[src/hw/rtl/assert_macros.svh]
// assertion macros shared by the rtl modules
`ifndef ASSERT_MACROS_SVH
`define ASSERT_MACROS_SVH
`ifndef NO_ASSERTIONS
`define TCCW_ASSERT(lbl, prop, msg) \
  lbl: assert property (@(posedge clk) disable iff (!rst_n) prop) else $error(msg);
`define TCCW_ASSERT_NEVER(lbl, expr, msg) \
  `TCCW_ASSERT(lbl, !(expr), msg)
`else
`define TCCW_ASSERT(lbl, prop, msg)
`define TCCW_ASSERT_NEVER(lbl, expr, msg)
`endif
`endif

[src/hw/rtl/tccw_pkg.sv]
// shared constants and control types for the text console writer
`timescale 1ns / 1ps
package tccw_pkg;
  localparam int COLUMNS    = 80;
  localparam int ROWS       = 25;
  localparam int CELL_COUNT = ROWS * COLUMNS;
  localparam int CELL_AW    = $clog2(CELL_COUNT);

  localparam int ROW_W  = 5;
  localparam int COL_W  = 7;
  localparam int CHAR_W = 8;
  localparam int ATTR_W = 8;
  localparam int ADDR_W = 11;
  localparam int CELL_W = 16;

  localparam logic [CHAR_W-1:0] CH_BLANK     = 8'h20;
  localparam logic [CHAR_W-1:0] CH_NEWLINE   = 8'h0A;
  localparam logic [CHAR_W-1:0] CH_BACKSPACE = 8'h08;
  localparam logic [ATTR_W-1:0] ATTR_RESET   = 8'h0F;

  localparam logic REQ_PUT  = 1'b0;
  localparam logic REQ_READ = 1'b1;

  typedef struct packed {
    logic latch;
    logic put_update;
    logic clr_start;
    logic clr_step;
    logic emit_read;
    logic emit_put;
    logic emit_clear;
  } dp_cmd_t;

  typedef struct packed {
    logic req_read;
    logic overflow;
    logic clr_last;
  } dp_status_t;
endpackage

[src/hw/rtl/tccw_ctrl.sv]
// controller state machine: request sequencing and screen clear sweep
`timescale 1ns / 1ps
`include "assert_macros.svh"
module tccw_ctrl (
  input  logic                    clk,
  input  logic                    rst_n,
  input  logic                    start,
  output logic                    busy,
  output logic                    out_valid,
  output tccw_pkg::dp_cmd_t       cmd,
  input  tccw_pkg::dp_status_t    status
);
  import tccw_pkg::*;

  typedef enum logic [3:0] {
    S_IDLE  = 4'b0001,
    S_EXEC  = 4'b0010,
    S_RDATA = 4'b0100,
    S_CLEAR = 4'b1000
  } state_t;

  state_t state_r, state_nxt;
  logic   report_r, report_nxt;
  logic   out_valid_r;

  always_comb begin
    state_nxt  = state_r;
    report_nxt = report_r;
    cmd        = '0;
    unique case (state_r)
      S_IDLE: begin
        if (start) begin
          cmd.latch = 1'b1;
          state_nxt = S_EXEC;
        end
      end
      S_EXEC: begin
        if (status.req_read) begin
          state_nxt = S_RDATA;
        end else begin
          cmd.put_update = 1'b1;
          if (status.overflow) begin
            cmd.clr_start = 1'b1;
            report_nxt    = 1'b1;
            state_nxt     = S_CLEAR;
          end else begin
            cmd.emit_put = 1'b1;
            state_nxt    = S_IDLE;
          end
        end
      end
      S_RDATA: begin
        cmd.emit_read = 1'b1;
        state_nxt     = S_IDLE;
      end
      S_CLEAR: begin
        cmd.clr_step = 1'b1;
        if (status.clr_last) begin
          // the sweep after reset reports nothing
          cmd.emit_clear = report_r;
          report_nxt     = 1'b0;
          state_nxt      = S_IDLE;
        end
      end
      default: begin
        state_nxt = S_IDLE;
      end
    endcase
  end

  always_ff @(posedge clk) begin
    if (!rst_n) begin
      state_r     <= S_CLEAR;
      report_r    <= 1'b0;
      out_valid_r <= 1'b0;
    end else begin
      state_r     <= state_nxt;
      report_r    <= report_nxt;
      out_valid_r <= cmd.emit_read | cmd.emit_put | cmd.emit_clear;
    end
  end

  assign busy      = (state_r != S_IDLE);
  assign out_valid = out_valid_r;

  `TCCW_ASSERT(a_single_strobe, out_valid_r |=> !out_valid_r, "result strobe longer than one cycle")
  `TCCW_ASSERT(a_accept_busy, (start && !busy) |=> busy, "accepted item did not raise busy")
  `TCCW_ASSERT(a_clear_ends, (state_r == S_CLEAR) && status.clr_last |=> (state_r == S_IDLE), "clear sweep overran")
endmodule

[config.mk]
export PLATFORM = sky130hd
export DESIGN_NAME = tccw_ctrl
export DESIGN_NICKNAME = d
export VERILOG_FILES = /design/src/hw/rtl/tccw_pkg.sv /design/src/hw/rtl/tccw_ctrl.sv
export VERILOG_INCLUDE_DIRS = /design/src /design/src/hw/rtl
export SDC_FILE = /design/constraint.sdc
export NUM_CORES = 1
export LEC_CHECK = 0
export ABC_AREA = 0
export ABC_CLOCK_PERIOD_IN_PS = 2000
export BUFFER_PORTS_ARGS = -buffer_cell sky130_fd_sc_hd__buf_2
export CAP_MARGIN = 20
export CORE_AREA = 4 4 41 43
export CTS_BUF_LIST = sky130_fd_sc_hd__clkbuf_8 sky130_fd_sc_hd__clkbuf_16
export CTS_CLUSTER_DIAMETER = 120
export DETAILED_ROUTE_END_ITERATION = 8
export DIE_AREA = 0 0 45 47
export GPL_ROUTABILITY_DRIVEN = 0
export MAX_ROUTING_LAYER = met4
export SLEW_MARGIN = 20
export SYNTH_ARGS = -nofsm -noshare
export SYNTH_HDL_FRONTEND = slang
export SYNTH_SLANG_ARGS = --single-unit
[constraint.sdc]
create_clock -name clk -period 2 [get_ports clk]
set_clock_uncertainty 0.2 [all_clocks]
set_input_delay 0 -clock clk [delete_from_list [all_inputs] [get_ports clk]]
set_output_delay 0 -clock clk [all_outputs]
set_load 0.03 [all_outputs]
==> flow_metrics.env, run 1 <==
export IMPL_wl_per_cell_um=10.36
export IMPL_grt_setup_unrepaired="no"
export IMPL_clkLatencyLatePin_ns=0.22
export IMPL_syn_inst=33
export IMPL_first_global_vias=272
export IMPL_dpl_hpwl_um=562.8
export IMPL_path_class="reg2out"
export IMPL_first_pass_iters=4
export IMPL_drive_gt1_share_pct=47.27
export IMPL_htreeDepth=1
export IMPL_rr_endpoint="state_r[0]"
export IMPL_critPathArrivalTime_ns=1.74
export IMPL_ys_ff_latch=6
export IMPL_crit_path_start_kind="register"
export IMPL_power_density_nw_per_um2=731.7
export IMPL_cp_end_kind="primary output"
export IMPL_ys_top_cells_by_area="dfxtp_1 40%, nor4b_1 5.8%, or4b_4 4.6%"
export IMPL_cts_root_buffer="clkbuf_8"
export IMPL_grtUsageTotal_pct=7.435
export IMPL_synthDistinctLibCells=21
export IMPL_slew_headroom_pct=73.96
export IMPL_cts_tree="done"
export IMPL_tightest_slew_ns=0.3895
export IMPL_ys_seq_area_share_pct=40.00
export IMPL_fin_crit_ns=1.943
export IMPL_core_area_sq_um=1301
export IMPL_clk_pin_slew_ns=0.04
export IMPL_crit_path_end="cmd[1]"
export IMPL_grt_max_degree=8
export IMPL_wl_um=725
export IMPL_status="completed"
export IMPL_finalCritPeriodShare_pct=97.14
export IMPL_reg2reg_slack_ns=0.28
export IMPL_fin_util_pct=38.17
export IMPL_port_buffers=14
export IMPL_layout_cells_non_filler=70
export IMPL_die_w_um=45
export IMPL_holdPathStages=1
export IMPL_maxSlewViolCount=0
export IMPL_grt_pass1_wl_um=1090
export IMPL_crit_path_start="state_r[2]"
export IMPL_antenna_found_initial=0
export IMPL_drv_cap=0
export IMPL_synth_area_sq_um=300.3
export IMPL_start_util_pct=23.08
export IMPL_ir_worst_vdd_mv=0.2643
export IMPL_via_per_inst=4.471
export IMPL_yosys_area_top_type="dfxtp_1"
export IMPL_std_cell_rows=13
export IMPL_hold_class="reg2reg"
export IMPL_synth_avg_cell_area_sq_um=9.100
export IMPL_setup_viol=0
export IMPL_power_leakage_nw=0.2451
export IMPL_finalHoldViolCount=0
export IMPL_yosys_area_top_type_share_pct=40.00
export IMPL_grt_overflow=0
export IMPL_syn2layout_area_growth_pct=65.42
export IMPL_synthesis_nets=39
export IMPL_vias=313
export IMPL_nets=63
export IMPL_dieHeight_um=47
export IMPL_clk_path_buf_depth=2
export IMPL_worstRegToRegCells=3
export IMPL_antenna_left=0
export IMPL_dp_cells=62
export IMPL_final_setup_tns_ns=0
export IMPL_die_area_sq_um=2115
export IMPL_max_freq_ghz=0.5147
export IMPL_cp_max_fo=6
export IMPL_crit_chain="or4b_4 > or3_4 > inv_2 > clkbuf_4"
export IMPL_max_stage_delay_ns=0.58
export IMPL_cp_data_required_time_ns=1.80
export IMPL_drt_iter0_markers=4
export IMPL_cts_buffers=3
export IMPL_io_pins=15
export IMPL_drc=0
export IMPL_critPathSlowestCell="or4b_4"
export IMPL_timing_rr_start="state_r[2]"
export IMPL_ys_warn_count=0
export IMPL_cts_num_sinks=6
export IMPL_diodes=0
what timing repair did:
item / CTS / global route
setup buffers: 0 / 0
gates resized for setup: 0 / 3
hold endpoints to repair: 5 / 0
endpoints found under the setup margin: 0 / 1
hold buffers: 5 / 0
final cells by class:
cell class | count | area, sq um
Clock buffer | 3 | 41.29
Fill cell | 146 | 804.5
Inverter | 4 | 15.01
Multi-Input combinational cell | 23 | 176.4
Sequential cell | 6 | 122.6
Tap cell | 15 | 18.77
Timing Repair Buffer | 19 | 122.6
how the worst min path moves through the flow:
stage / start / slack (ns) / endpoint
floorplan: status[2] / -0.13 / cmd[4]
global placement: rst_n / 0.04 / out_valid
detailed placement: rst_n / 0.03 / out_valid
CTS: report_r / 0.31 / report_r
global route: report_r / 0.33 / report_r
finish: report_r / 0.31 / report_r
flip-flops by register name, summed over array words and instances (netlist names):
signal / flops
out_valid: 1
state_r: 4
report_r: 1
through the flow:
step	cell area (sq um)	power [mW]	setup WS, ns	hold slack (ns)
after CTS	491.7	0.3687	0.01534	0.3141
after detailed placement	400.4	0.1742	0.2758	0.03042
after global placement	400.4	0.1751	0.2913	0.04428
final	496.7	0.3635	0.05711	0.3063
after floorplan	311.5	0.1584	0.1456	-0.1255
after global routing	496.7	0.3795	0.004020	0.3319
power breakdown:
part           total, mW  internal, mW  switching [mW]  leakage, nW
sequential         0.132         0.125         0.00689       0.0497
combinational     0.0484        0.0228          0.0256        0.174
clock              0.183         0.129          0.0536       0.0216
total              0.363         0.277          0.0861        0.245
kinds of logic after synthesis:
| logic type | Yosys count | synth area share, % |
|---|---|---|
| DFF | 6 | 40.00 |
| muxes | 1 | 3.333 |
| buffers and inverters | 4 | 4.999 |
| AOI/OAI and AO/OA | 5 | 13.75 |
| and+or+nand+nor | 17 | 37.92 |
critical path, delay by kind of cell, from the launching register on:
family / cells / cell delay, ns
and+or+nand+nor: 2 / 0.94
DFF: 1 / 0.35
buffers and inverters: 2 / 0.24
synthesized netlist by cell type:
master    number
nand4b_1       1
nand2b_1       1
and3_1         1
mux2i_1        1
dfxtp_1        6
a211oi_1       1
nor3_1         2
o21a_1         1
a21bo_2        1
nor3b_1        1
nor2_1         3
or4b_4         1
nand3b_1       1
a31oi_1        1
o211a_1        1
nor4b_1        2
inv_1          3
inv_2          1
or2_2          1
or3_4          1
nand2_1        2
routing by layer:
layer | GRT usage (%) | share of wire, %
met1 | 8.447 | 49
met4 | 1.754 | 0
met5 | - | 0
met2 | 11.02 | 44
met3 | 4.598 | 6.5
layout by cell type (no fill, tap or decap), drive strengths merged, types with 2 or more instances in the layout:
cell | synthesis | routed
clkbuf | 0 | 4
inv | 4 | 4
nand2 | 2 | 2
nor4b | 2 | 2
dfxtp | 6 | 6
dlygate4sd3 | 0 | 5
nor2 | 3 | 3
buf | 0 | 13
nor3 | 2 | 2
Note: power is estimated with default switching activity, not from simulation.
==> run 2: changes to the inputs <==
--- a/config.mk
+++ b/config.mk
@@ -16,6 +16,7 @@
 export DETAILED_ROUTE_END_ITERATION = 8
 export DIE_AREA = 0 0 45 47
 export GPL_ROUTABILITY_DRIVEN = 0
+export GPL_TIMING_DRIVEN = 0
 export MAX_ROUTING_LAYER = met4
 export SLEW_MARGIN = 20
 export SYNTH_ARGS = -nofsm -noshare
==> run 2 against run 1 <==
Net effect: total power is 1.7% lower; non-clock buffer count did not move; worst setup slack improved by 0.013 ns; sequential share of layout area stayed put; critical path type unchanged; largest power group unchanged.
==> flow_metrics.env, run 2 (synthesis gave the netlist of run 1 again) <==
export IMPL_io_pins=15
export IMPL_clkLatencyLatePin_ns=0.22
export IMPL_grt_pass1_wl_um=1166
export IMPL_wl_per_cell_um=10.40
export IMPL_power_density_nw_per_um2=719.7
export IMPL_grt_overflow=0
export IMPL_switching_share_pct=22.65
export IMPL_regMostFlops="state_r"
export IMPL_dieHeight_um=47
export IMPL_cp_max_fo=6
export IMPL_largest_reg_flops=4
export IMPL_ir_worst_vdd_mv=0.2472
export IMPL_cts_num_sinks=6
export IMPL_max_stage_delay_ns=0.57
export IMPL_drt_iter0_markers=7
export IMPL_crit_path_start_kind="register"
export IMPL_tightest_slew_ns=0.3832
export IMPL_final_setup_tns_ns=0
export IMPL_cts_tree="done"
export IMPL_start_util_pct=23.08
export IMPL_core_area_sq_um=1301
export IMPL_antenna_found_initial=0
export IMPL_critPathArrivalTime_ns=1.73
export IMPL_port_buffers=14
export IMPL_setup_viol=0
export IMPL_wl_um=728
export IMPL_p_sw_mw=0.08095
export IMPL_first_global_vias=309
export IMPL_layout_common_cells="13 x buf_2, 5 x dlygate4sd3_1, 4 x dfxtp_1"
export IMPL_pwr_share_clk_pct=49.7
export IMPL_std_cell_rows=13
export IMPL_die_area_sq_um=2115
export IMPL_clk_pin_slew_ns=0.04
export IMPL_cp_data_required_time_ns=1.80
export IMPL_max_freq_ghz=0.5181
export IMPL_diodes=0
export IMPL_dpl_hpwl_um=550.9
export IMPL_antenna_left=0
export IMPL_status="completed"
export IMPL_drive_gt1_share_pct=47.27
export IMPL_path_class="reg2out"
export IMPL_hold_class="reg2reg"
export IMPL_syn2layout_area_growth_pct=65.42
export IMPL_drv_cap=0
export IMPL_critPathSlowestCell="or4b_4"
export IMPL_finalCritPeriodShare_pct=96.51
export IMPL_cts_root_buffer="clkbuf_8"
export IMPL_crit_chain="or4b_4 > or3_4 > inv_2 > clkbuf_4"
export IMPL_setup_slack_ns=0.06978
export IMPL_nets=63
export IMPL_layout_cells_non_filler=70
export IMPL_clk_path_buf_depth=2
export IMPL_grt_setup_unrepaired="no"
export IMPL_grtUsageTotal_pct=8.333
export IMPL_power_leakage_nw=0.2455
export IMPL_htreeDepth=1
export IMPL_first_pass_iters=4
export IMPL_maxSlewViolCount=0
export IMPL_die_w_um=45
export IMPL_dp_cells=62
export IMPL_fin_crit_ns=1.930
export IMPL_placed_cell_area_sq_um=400.4
export IMPL_drc=0
export IMPL_cts_buffers=3
export IMPL_cp_end_kind="primary output"
export IMPL_via_per_inst=4.614
export IMPL_slew_headroom_pct=74.39
export IMPL_finalHoldViolCount=0
export IMPL_seqPwrFrac_pct=36.9
export IMPL_vias=323
export IMPL_final_area_sq_um=496.7
export IMPL_final_common_cell="buf_2"
export IMPL_p_comb_share_pct=13.4
export IMPL_p_int_mw=0.2765
export IMPL_detailedPlace_worstSlack_ns=0.2463
export IMPL_grt_max_degree=8
## run 2: power groups by stage
| stage | combinational [mW] | clock [mW] | sequential [mW] |
|---|---|---|---|
| 2_1_floorplan | 0.0267 | 0 | 0.132 |
| 3_3_place_gp | 0.0405 | 0 | 0.133 |
| 3_5_place_dp | 0.0407 | 0 | 0.133 |
| 4_1_cts | 0.0483 | 0.182 | 0.131 |
| 5_1_grt | 0.0526 | 0.188 | 0.132 |
| 6_report | 0.0480 | 0.178 | 0.132 |
## run 2: worst max-delay path: cells and delay by family, from the launching register on
| family | cells | cell delay (ns) |
|---|---|---|
| AND/OR/NAND/NOR | 2 | 0.93 |
| buffers and inverters | 2 | 0.24 |
| flip-flops | 1 | 0.34 |
## run 2: what timing repair did
action | 4_1_cts | 5_1_grt
setup buffers | 0 | 0
gates resized for setup | 0 | 3
hold buffers | 5 | 0
endpoints found under the hold margin | 5 | 0
endpoints found under the setup margin | 0 | 1
## run 2: path summary, 6_finish.rpt
path                              endpoint  slack [ns]        from  depth (start not counted)
worst max register to register  state_r[0]        0.30  state_r[2]                          3
worst min register to register    report_r        0.32    report_r                          1
worst min-delay path              report_r        0.32    report_r                          1
worst max-delay path                cmd[1]        0.07  state_r[2]                          4
## run 2: final cells by class
class,instances,area (sq um)
clock buffer,3,41.29
fill,146,804.5
inverter,4,15.01
multi-input combinational,23,176.4
sequential,6,122.6
tap,15,18.77
timing repair buffer,19,122.6
## run 2: layer usage
| metal | routed length [um] | share of wire, % | global-route usage [%] |
|---|---|---|---|
| met2 | 309 | 42 | 10.17 |
| met5 | 0 | 0 | - |
| met3 | 50 | 6.9 | 3.831 |
| met1 | 352 | 48 | 10.05 |
| met4 | 15 | 2.1 | 7.018 |
## run 2: per-stage QoR
stage / power (mW) / utilization, % / hold slack [ns]
after global placement: 0.1737 / 30.77 / 0.03621
after floorplan: 0.1584 / - / -0.1255
after CTS: 0.3620 / 37.79 / 0.3238
after detailed placement: 0.1739 / 30.77 / 0.04772
final: 0.3575 / 38.17 / 0.3233
after global routing: 0.3731 / 38.17 / 0.3532
